**src/hdl/iir_tf_pkg.sv**
```systemverilog
package iir_tf_pkg;

  // fixed field widths
  localparam int FUNC_W   = 2;
  localparam int TAP_W    = 3;
  localparam int SAMPLE_W = 16;
  localparam int COEF_W   = 16;
  localparam int PROD_W   = SAMPLE_W + COEF_W;

  // default tap counts
  localparam int NUM_TAPS_DEF = 8;
  localparam int DEN_TAPS_DEF = 8;

  // saturation limits of the output sample
  localparam logic signed [SAMPLE_W-1:0] SAMPLE_MAX = {1'b0, {(SAMPLE_W-1){1'b1}}};
  localparam logic signed [SAMPLE_W-1:0] SAMPLE_MIN = {1'b1, {(SAMPLE_W-1){1'b0}}};

  // item function codes
  typedef enum logic [FUNC_W-1:0] {
    FUNC_SAMPLE = 2'd0,
    FUNC_COEF_B = 2'd1,
    FUNC_COEF_A = 2'd2
  } func_e;

  // commands from controller to datapath
  typedef struct packed {
    logic shift_x;
    logic wr_b;
    logic wr_a;
    logic mac_ff;
    logic mac_fb;
    logic div_init;
    logic div_step;
    logic finish;
  } dp_cmd_t;

  // status from datapath to controller
  typedef struct packed {
    logic a0_zero;
    logic out_free;
  } dp_sts_t;

endpackage

```
**src/hdl/iir_tf_ctrl.sv**
```systemverilog
module iir_tf_ctrl #(
  parameter int NUM_TAPS = iir_tf_pkg::NUM_TAPS_DEF,
  parameter int DEN_TAPS = iir_tf_pkg::DEN_TAPS_DEF,
  parameter int ACC_W    = 40
) (
  input  logic                          clk_i,
  input  logic                          rst_ni,
  input  logic                          in_valid_i,
  input  logic [iir_tf_pkg::FUNC_W-1:0] func_i,
  output logic                          in_ready_o,
  input  iir_tf_pkg::dp_sts_t           sts_i,
  output iir_tf_pkg::dp_cmd_t           cmd_o
);
  import iir_tf_pkg::*;

  localparam int TAP_MAX = (NUM_TAPS > DEN_TAPS) ? NUM_TAPS : DEN_TAPS;
  localparam int CNT_MAX = (TAP_MAX > ACC_W) ? TAP_MAX : ACC_W;
  localparam int CNT_W   = $clog2(CNT_MAX + 1);

  typedef enum logic [6:0] {
    ST_IDLE  = 7'b0000001,
    ST_FF    = 7'b0000010,
    ST_FB    = 7'b0000100,
    ST_DRAIN = 7'b0001000,
    ST_SETUP = 7'b0010000,
    ST_DIV   = 7'b0100000,
    ST_DONE  = 7'b1000000
  } state_e;

  state_e             state_q, state_d;
  logic   [CNT_W-1:0] cnt_q, cnt_d;

  // sequencing of one item
  always_comb begin
    state_d    = state_q;
    cnt_d      = cnt_q;
    cmd_o      = '0;
    in_ready_o = 1'b0;
    unique case (state_q)
      ST_IDLE: begin
        in_ready_o = 1'b1;
        if (in_valid_i) begin
          unique case (func_i)
            FUNC_SAMPLE: begin
              cmd_o.shift_x = 1'b1;
              cnt_d         = '0;
              state_d       = ST_FF;
            end
            FUNC_COEF_B: cmd_o.wr_b = 1'b1;
            FUNC_COEF_A: cmd_o.wr_a = 1'b1;
            default: ;
          endcase
        end
      end
      ST_FF: begin
        cmd_o.mac_ff = 1'b1;
        cnt_d        = cnt_q + 1'b1;
        if (cnt_q == CNT_W'(NUM_TAPS - 1)) begin
          cnt_d   = '0;
          state_d = ST_FB;
        end
      end
      ST_FB: begin
        cmd_o.mac_fb = 1'b1;
        cnt_d        = cnt_q + 1'b1;
        if (cnt_q == CNT_W'(DEN_TAPS - 1)) begin
          cnt_d   = '0;
          state_d = ST_DRAIN;
        end
      end
      // last product lands in the accumulator
      ST_DRAIN: state_d = ST_SETUP;
      ST_SETUP: begin
        cmd_o.div_init = 1'b1;
        cnt_d          = '0;
        state_d        = sts_i.a0_zero ? ST_DONE : ST_DIV;
      end
      ST_DIV: begin
        cmd_o.div_step = 1'b1;
        cnt_d          = cnt_q + 1'b1;
        if (cnt_q == CNT_W'(ACC_W - 1)) begin
          state_d = ST_DONE;
        end
      end
      ST_DONE: begin
        if (sts_i.out_free) begin
          cmd_o.finish = 1'b1;
          state_d      = ST_IDLE;
        end
      end
      default: state_d = ST_IDLE;
    endcase
  end

  // state and step counter
  always_ff @(posedge clk_i or negedge rst_ni) begin
    if (!rst_ni) begin
      state_q <= ST_IDLE;
      cnt_q   <= '0;
    end else begin
      state_q <= state_d;
      cnt_q   <= cnt_d;
    end
  end

endmodule

```
**src/hdl/iir_tf_dp.sv**
```systemverilog
module iir_tf_dp #(
  parameter int NUM_TAPS = iir_tf_pkg::NUM_TAPS_DEF,
  parameter int DEN_TAPS = iir_tf_pkg::DEN_TAPS_DEF,
  parameter int ACC_W    = 40
) (
  input  logic                                 clk_i,
  input  logic                                 rst_ni,
  input  iir_tf_pkg::dp_cmd_t                  cmd_i,
  output iir_tf_pkg::dp_sts_t                  sts_o,
  input  logic        [iir_tf_pkg::TAP_W-1:0]  tap_index_i,
  input  logic signed [iir_tf_pkg::COEF_W-1:0] value_i,
  input  logic                                 out_ready_i,
  output logic                                 out_valid_o,
  output logic signed [iir_tf_pkg::SAMPLE_W-1:0] sample_out_o,
  output logic                                 saturated_o,
  output logic                                 divide_by_zero_o
);
  import iir_tf_pkg::*;

  localparam int REM_W = COEF_W + 1;

  logic signed [COEF_W-1:0]   b_q [NUM_TAPS];
  logic signed [SAMPLE_W-1:0] x_q [NUM_TAPS];
  logic signed [COEF_W-1:0]   a_q [DEN_TAPS];
  logic signed [SAMPLE_W-1:0] y_q [DEN_TAPS];
  logic signed [SAMPLE_W-1:0] y_del_q;

  logic signed [COEF_W-1:0]   mul_a;
  logic signed [SAMPLE_W-1:0] mul_b;
  logic signed [PROD_W-1:0] mul_p, prod_d, prod_q;
  logic                     prod_vld_q;
  logic signed [ACC_W-1:0]  acc_q;
  logic        [ACC_W-1:0]  acc_mag;

  logic signed [REM_W-1:0]  a0_ext;
  logic        [REM_W-1:0]  a0_mag;
  logic        [REM_W-1:0]  dnm_q, rem_q, rem_sh, rem_d;
  logic        [ACC_W-1:0]  dvd_q, dvd_d;
  logic                     q_bit;

  logic                     a0_zero, acc_neg;
  logic signed [SAMPLE_W-1:0] res;
  logic                     res_sat;

  logic                     out_vld_q, sat_q, dz_q;
  logic signed [SAMPLE_W-1:0] sample_q;

  // feedforward coefficients: addressed write, rotation while accumulating
  always_ff @(posedge clk_i or negedge rst_ni) begin
    if (!rst_ni) begin
      for (int k = 0; k < NUM_TAPS; k++) b_q[k] <= '0;
    end else if (cmd_i.mac_ff) begin
      for (int k = 0; k < NUM_TAPS - 1; k++) b_q[k] <= b_q[k+1];
      b_q[NUM_TAPS-1] <= b_q[0];
    end else if (cmd_i.wr_b) begin
      for (int k = 0; k < NUM_TAPS; k++) begin
        if (int'(tap_index_i) == k) b_q[k] <= value_i;
      end
    end
  end

  // input history: shift in on a sample, rotate while accumulating
  always_ff @(posedge clk_i or negedge rst_ni) begin
    if (!rst_ni) begin
      for (int k = 0; k < NUM_TAPS; k++) x_q[k] <= '0;
    end else if (cmd_i.shift_x) begin
      x_q[0] <= value_i;
      for (int k = 1; k < NUM_TAPS; k++) x_q[k] <= x_q[k-1];
    end else if (cmd_i.mac_ff) begin
      for (int k = 0; k < NUM_TAPS - 1; k++) x_q[k] <= x_q[k+1];
      x_q[NUM_TAPS-1] <= x_q[0];
    end
  end

  // feedback coefficients
  always_ff @(posedge clk_i or negedge rst_ni) begin
    if (!rst_ni) begin
      for (int k = 0; k < DEN_TAPS; k++) a_q[k] <= '0;
    end else if (cmd_i.mac_fb) begin
      for (int k = 0; k < DEN_TAPS - 1; k++) a_q[k] <= a_q[k+1];
      a_q[DEN_TAPS-1] <= a_q[0];
    end else if (cmd_i.wr_a) begin
      for (int k = 0; k < DEN_TAPS; k++) begin
        if (int'(tap_index_i) == k) a_q[k] <= value_i;
      end
    end
  end

  // output history: rotate while accumulating, shift in the result;
  // the delayed head pairs coefficient a[j] with y[n-j]
  always_ff @(posedge clk_i or negedge rst_ni) begin
    if (!rst_ni) begin
      for (int k = 0; k < DEN_TAPS; k++) y_q[k] <= '0;
      y_del_q <= '0;
    end else begin
      if (cmd_i.shift_x) begin
        y_del_q <= '0;
      end else if (cmd_i.mac_fb) begin
        y_del_q <= y_q[0];
      end
      if (cmd_i.mac_fb) begin
        for (int k = 0; k < DEN_TAPS - 1; k++) y_q[k] <= y_q[k+1];
        y_q[DEN_TAPS-1] <= y_q[0];
      end else if (cmd_i.finish) begin
        y_q[0] <= res;
        for (int k = 1; k < DEN_TAPS; k++) y_q[k] <= y_q[k-1];
      end
    end
  end

  // shared multiplier, registered product
  assign mul_a  = cmd_i.mac_fb ? a_q[0] : b_q[0];
  assign mul_b  = cmd_i.mac_fb ? y_del_q : x_q[0];
  assign mul_p  = mul_a * mul_b;
  assign prod_d = cmd_i.mac_fb ? -mul_p : mul_p;

  // accumulator
  always_ff @(posedge clk_i or negedge rst_ni) begin
    if (!rst_ni) begin
      prod_vld_q <= 1'b0;
      acc_q      <= '0;
    end else begin
      prod_vld_q <= cmd_i.mac_ff | cmd_i.mac_fb;
      if (cmd_i.shift_x) begin
        acc_q <= '0;
      end else if (prod_vld_q) begin
        acc_q <= acc_q + ACC_W'(prod_q);
      end
    end
  end

  always_ff @(posedge clk_i) begin
    prod_q <= prod_d;
  end

  // magnitudes for the divider
  assign acc_neg = acc_q[ACC_W-1];
  assign acc_mag = acc_neg ? ACC_W'(-acc_q) : ACC_W'(acc_q);
  assign a0_ext  = REM_W'(a_q[0]);
  assign a0_mag  = a0_ext[REM_W-1] ? REM_W'(-a0_ext) : REM_W'(a0_ext);
  assign a0_zero = (a_q[0] == '0);

  // restoring divider, one quotient bit per cycle
  assign rem_sh = {rem_q[REM_W-2:0], dvd_q[ACC_W-1]};
  assign q_bit  = (rem_sh >= dnm_q);
  assign rem_d  = q_bit ? rem_sh - dnm_q : rem_sh;
  assign dvd_d  = {dvd_q[ACC_W-2:0], q_bit};

  always_ff @(posedge clk_i) begin
    if (cmd_i.div_init) begin
      dvd_q <= acc_mag;
      rem_q <= '0;
      dnm_q <= a0_mag;
    end else if (cmd_i.div_step) begin
      dvd_q <= dvd_d;
      rem_q <= rem_d;
    end
  end

  // sign, saturation and zero divisor handling
  always_comb begin
    res_sat = 1'b0;
    res     = dvd_q[SAMPLE_W-1:0];
    if (a0_zero) begin
      res_sat = 1'b1;
      res     = acc_neg ? SAMPLE_MIN : SAMPLE_MAX;
    end else if (acc_neg ^ a_q[0][COEF_W-1]) begin
      if (dvd_q > ACC_W'(2 ** (SAMPLE_W - 1))) begin
        res_sat = 1'b1;
        res     = SAMPLE_MIN;
      end else begin
        res = -dvd_q[SAMPLE_W-1:0];
      end
    end else if (dvd_q > ACC_W'(2 ** (SAMPLE_W - 1) - 1)) begin
      res_sat = 1'b1;
      res     = SAMPLE_MAX;
    end
  end

  // output register
  always_ff @(posedge clk_i or negedge rst_ni) begin
    if (!rst_ni) begin
      out_vld_q <= 1'b0;
    end else if (cmd_i.finish) begin
      out_vld_q <= 1'b1;
    end else if (out_ready_i) begin
      out_vld_q <= 1'b0;
    end
  end

  always_ff @(posedge clk_i) begin
    if (cmd_i.finish) begin
      sample_q <= res;
      sat_q    <= res_sat;
      dz_q     <= a0_zero;
    end
  end

  assign sts_o.a0_zero  = a0_zero;
  assign sts_o.out_free = !out_vld_q || out_ready_i;

  assign out_valid_o      = out_vld_q;
  assign sample_out_o     = sample_q;
  assign saturated_o      = sat_q;
  assign divide_by_zero_o = dz_q;

endmodule

```
**src/hdl/iir_transfer_function_filter_top.sv**
```systemverilog
// channel  direction  handshake                 payload
// in       input      in_valid_i / in_ready_o   func_i, tap_index_i, value_i
// out      output     out_valid_o / out_ready_i sample_out_o, saturated_o,
//                                               divide_by_zero_o
// a coefficient write gives no result
// a sample runs through the feedforward and feedback taps, then the divider:
// one shared multiplier walks one tap a cycle, then the divider resolves one
// quotient bit a cycle; with a zero leading denominator the divider is skipped
// the block is ready only while idle; a stalled output holds the next sample
// at the last step until the output register frees
// reset clears both histories, all coefficients and the output valid flag
module iir_transfer_function_filter_top #(
  parameter int NUM_TAPS = iir_tf_pkg::NUM_TAPS_DEF,
  parameter int DEN_TAPS = iir_tf_pkg::DEN_TAPS_DEF
) (
  input  logic                                   clk_i,
  input  logic                                   rst_ni,
  input  logic                                   in_valid_i,
  output logic                                   in_ready_o,
  input  logic        [iir_tf_pkg::FUNC_W-1:0]   func_i,
  input  logic        [iir_tf_pkg::TAP_W-1:0]    tap_index_i,
  input  logic signed [iir_tf_pkg::COEF_W-1:0]   value_i,
  output logic                                   out_valid_o,
  input  logic                                   out_ready_i,
  output logic signed [iir_tf_pkg::SAMPLE_W-1:0] sample_out_o,
  output logic                                   saturated_o,
  output logic                                   divide_by_zero_o
);
  import iir_tf_pkg::*;

  // accumulator holds every product sum exactly
  localparam int ACC_W = PROD_W + $clog2(NUM_TAPS + DEN_TAPS) + 1;

  dp_cmd_t cmd;
  dp_sts_t sts;

  iir_tf_ctrl #(
    .NUM_TAPS (NUM_TAPS),
    .DEN_TAPS (DEN_TAPS),
    .ACC_W    (ACC_W)
  ) u_ctrl (
    .clk_i      (clk_i),
    .rst_ni     (rst_ni),
    .in_valid_i (in_valid_i),
    .func_i     (func_i),
    .in_ready_o (in_ready_o),
    .sts_i      (sts),
    .cmd_o      (cmd)
  );

  iir_tf_dp #(
    .NUM_TAPS (NUM_TAPS),
    .DEN_TAPS (DEN_TAPS),
    .ACC_W    (ACC_W)
  ) u_dp (
    .clk_i            (clk_i),
    .rst_ni           (rst_ni),
    .cmd_i            (cmd),
    .sts_o            (sts),
    .tap_index_i      (tap_index_i),
    .value_i          (value_i),
    .out_ready_i      (out_ready_i),
    .out_valid_o      (out_valid_o),
    .sample_out_o     (sample_out_o),
    .saturated_o      (saturated_o),
    .divide_by_zero_o (divide_by_zero_o)
  );

  // a sample transfer starts the walk, so no transfer in the next cycle
  a_sample_busy: assert property (@(posedge clk_i) disable iff (!rst_ni)
    in_valid_i && in_ready_o && func_i == FUNC_SAMPLE |=> !in_ready_o)
    else $error("input taken right after a sample");

  // a new result only ever comes out of the busy phase
  a_result_after_busy: assert property (@(posedge clk_i) disable iff (!rst_ni)
    $rose(out_valid_o) |-> $past(!in_ready_o))
    else $error("result appeared without a sample in flight");

  // a zero divisor always clamps
  a_dz_sat: assert property (@(posedge clk_i) disable iff (!rst_ni)
    out_valid_o && divide_by_zero_o |-> saturated_o)
    else $error("zero divisor result not flagged saturated");

endmodule
```
**config.mk**
```make
export PLATFORM = sky130hd
export DESIGN_NAME = iir_transfer_function_filter_top
export DESIGN_NICKNAME = d
export VERILOG_FILES = /design/src/hdl/iir_tf_pkg.sv /design/src/hdl/iir_tf_ctrl.sv /design/src/hdl/iir_tf_dp.sv /design/src/hdl/iir_transfer_function_filter_top.sv
export SDC_FILE = /design/constraint.sdc
export NUM_CORES = 2
export LEC_CHECK = 0
export BUFFER_PORTS_ARGS = -buffer_cell sky130_fd_sc_hd__buf_2
export CAP_MARGIN = 0
export CORE_MARGIN = 5
export CORE_UTILIZATION = 45
export CTS_BUF_LIST = sky130_fd_sc_hd__clkbuf_16
export CTS_CLUSTER_DIAMETER = 40
export DETAILED_ROUTE_END_ITERATION = 6
export PLACE_DENSITY_LB_ADDON = 0.2
export REMOVE_ABC_BUFFERS = 1
export SYNTH_ARGS = -nofsm -noshare
export SYNTH_HDL_FRONTEND = slang
export SYNTH_SLANG_ARGS = --single-unit
```
**constraint.sdc**
```tcl
create_clock -name clk_i -period 13.28 [get_ports clk_i]
set_input_delay 2.656 -clock clk_i [delete_from_list [all_inputs] [get_ports clk_i]]
set_output_delay 2.656 -clock clk_i [all_outputs]
set_load 0.02 [all_outputs]
```
==> results.sh <==
export IMPL_ys_warn_count=0
export IMPL_vias=34434
export IMPL_stdcell_area_um2=49500
export IMPL_cts_resized=0
export IMPL_track_usage_pct=22.5
export IMPL_multi_input_area_um2=24600
export IMPL_gr_total_overflow=0
export IMPL_crit_path_top_delay_cell="buf_4"
export IMPL_slowest_delay_ps=840
export IMPL_hp_start="u_dp.b_q[77]"
export IMPL_layout_nets=5280
export IMPL_io_pin_count=45
export IMPL_synth_cell_types=81
export IMPL_drive_gt1_share_pct=6.48
export IMPL_reg2reg_depth=26
export IMPL_fin_crit_ps=9960
export IMPL_startpoint_type="flip-flop"
export IMPL_route_detailed_drc=0
export IMPL_viasPerCell=5.53
export IMPL_ant_nets=0
export IMPL_worst_pin_slew_ps=1200
export IMPL_drt_iter0_drc=2940
export IMPL_synth_common_cells="nand2_1, dfrtp_1, nor2_1"
export IMPL_synth_seq_area_share_pct=39.5
export IMPL_skew_ps=23.3
export IMPL_grt_pass1_vias=34081
export IMPL_cts_setup_buffers=0
export IMPL_rsz0062_at_grt="no"
export IMPL_synth_top_area_share_pct=32.4
export IMPL_coreArea_um2=98600
export IMPL_ys_flop_type="dfrtp_1"
export IMPL_relSlewSlack_pct=20.1
export IMPL_ys_ff_latch=700
export IMPL_clockBufferDepth=3
export IMPL_max_cap_viol_count=0
export IMPL_holdPathStages=2
export IMPL_cp_data_required_time_ps=13800
export IMPL_seq_area_um2=17600
export IMPL_critPathKind="flip-flop to flip-flop"
export IMPL_cts_buffers=105
export IMPL_syn_cell_area_um2=44700
export IMPL_area_growth_pct=10.6
export IMPL_synth_avg_cell_area_um2=9.05
export IMPL_placed_area_um2=45900
export IMPL_setup_viol=0
export IMPL_min_delay_path_class="flip-flop to flip-flop"
export IMPL_cts_sinks=700
export IMPL_wirelength_um=119000
export IMPL_die_area_um2=106000
export IMPL_holdPathEnd="u_dp.b_q[93]"
export IMPL_first_pass_iters=5
export IMPL_synthCells=4939
export IMPL_clock_insertion_delay_worst_skew_ps=690
export IMPL_finalCritPeriodShare_pct=75.0
export IMPL_synth_async_reset_ratio_pct=82.9
export IMPL_io_buffers=44
export IMPL_synth_edf_count=72
export IMPL_hpwl_um=83000
export IMPL_nFillCells=9152
export IMPL_fp_dieH_um=325
export IMPL_r2r_slack_ps=3320
export IMPL_cts_tree="done"
export IMPL_htree_levels=3
export IMPL_hold_violations=0
export IMPL_fmax_mhz=100
export IMPL_clk_pin_slew_ps=50
export IMPL_cp_max_fo=174
export IMPL_start_util_pct=45.4
export IMPL_grt_max_degree=180
export IMPL_synth_area_leaders="dfrtp_1, fa_1, nand2_1"
export IMPL_cts_root_buf="clkbuf_16"
export IMPL_critPathCaptureType="flip-flop"
export IMPL_crit_arrival_ps=10470
export IMPL_status="finished, final reports clean"
export IMPL_gp_congestion=0.913
export IMPL_rows=115
export IMPL_dieWidth_um=325
export IMPL_synth_top_cell_by_area="dfrtp_1"
export IMPL_r2r_start="u_ctrl.state_q[1]"
export IMPL_cpMostUsedCell="fa_1"
export IMPL_drv_slew=0
export IMPL_path_delay_family="adder cells"
export IMPL_cts_hold_buffers=0
export IMPL_wire_per_inst_um=19.1
export IMPL_worstSetupStartpoint="u_ctrl.state_q[1]"
export IMPL_antenna_found_initial=0
export IMPL_grt_first_pass_wirelength_um=194000
export IMPL_yosysMostFrequentCell="nand2_1"
export IMPL_antenna_cells=0
export IMPL_path_buf_inv=5
export IMPL_r2r_end="u_dp.prod_q[24]"
-- per-stage QoR --
stage	hold slack [ps]	cells	TNS, ps	util (%)	worst slack (ps)
global route	492	6228	0	50.2	2580
global placement	450	6029	0	46.6	3560
CTS	475	6228	0	50.2	3390
floorplan	432	4648	-4381440	-	-25550
finish	473	6228	0	50.2	3320
detailed placement	461	6029	0	46.6	3400
-- metal layers --
layer	routed length [um]	up-vias	global-route usage [%]
li1	-	16421	-
met1	55400	17053	32.4
met2	55300	796	36.2
met3	5580	164	3.08
met4	2910	0	5.79
met5	0	-	0
-- state kept, by name (all words and copies together), names as in the netlist, 17 cells and up --
signal / count
u_dp.prod_q: 32
u_dp.b_q: 128
u_dp.x_q: 128
u_dp.dvd_q: 37
u_dp.acc_q: 37
u_dp.y_q: 128
u_dp.dnm_q: 17
u_dp.a_q: 112
-- logic make-up after synthesis --
family	count (synthesis)	synth area share [%]
flops	700	39.5
buf+inv	682	5.75
other cells	1	0.00839
xor+xnor	146	2.86
fa+ha+maj	406	15.8
simple gates	1752	16.5
mux	269	6.02
compound gates	983	13.6
-- cell type report --
| type | instances | area share (%) |
|---|---|---|
| multi-input combinational | 3557 | 49.7 |
| tap | 1287 | 3.26 |
| inverter | 391 | 2.97 |
| clock buffer | 106 | 5.36 |
| timing repair buffer | 94 | 1.30 |
| clock inverter | 93 | 1.74 |
| sequential | 700 | 35.7 |
-- cell usage in the layout, fill, tap and decap left out, types with 11 or more instances in the layout --
master and count:
a211oi_1 17, a21o_1 40, a21oi_1 124, a22oi_1 141, a31oi_1 95, and2_1 30, buf_2 43, buf_4 47
clkbuf_16 106, clkinv_1 16, clkinv_2 15, clkinv_4 11, dfrtp_1 579, dfxtp_1 48, edfxtp_1 72, fa_1 264
ha_1 142, inv_1 406, inv_6 11, mux2i_1 269, nand2_1 1002, nand2b_1 26, nand3_1 39, nand4_1 17
nor2_1 438, nor2b_1 20, nor3_1 43, nor4_1 18, o21a_1 25, o21ai_0 359, o22ai_1 71, o31ai_1 20
or2_2 13, or3_1 18, or4_1 16, xnor2_1 84, xor2_1 62
-- worst max-delay path by stage --
| stage | to | cells after the start |
|---|---|---|
| after floorplan | u_dp.x_q[0] | 6 |
| after global placement | u_dp.prod_q[27] | 26 |
| after detailed placement | u_dp.prod_q[24] | 29 |
| after CTS | u_dp.prod_q[24] | 29 |
| after global routing | u_dp.prod_q[24] | 29 |
| final | u_dp.prod_q[24] | 26 |
-- worst min-delay path, stage by stage, from the launching register on --
cell	delay, ps
dfrtp_1	330
nand2_1	40
o21ai_0	60
Power is left out: the tool's default activity adds up to more than one toggle a clock period on the data nets, which glitch-free logic cannot reach.
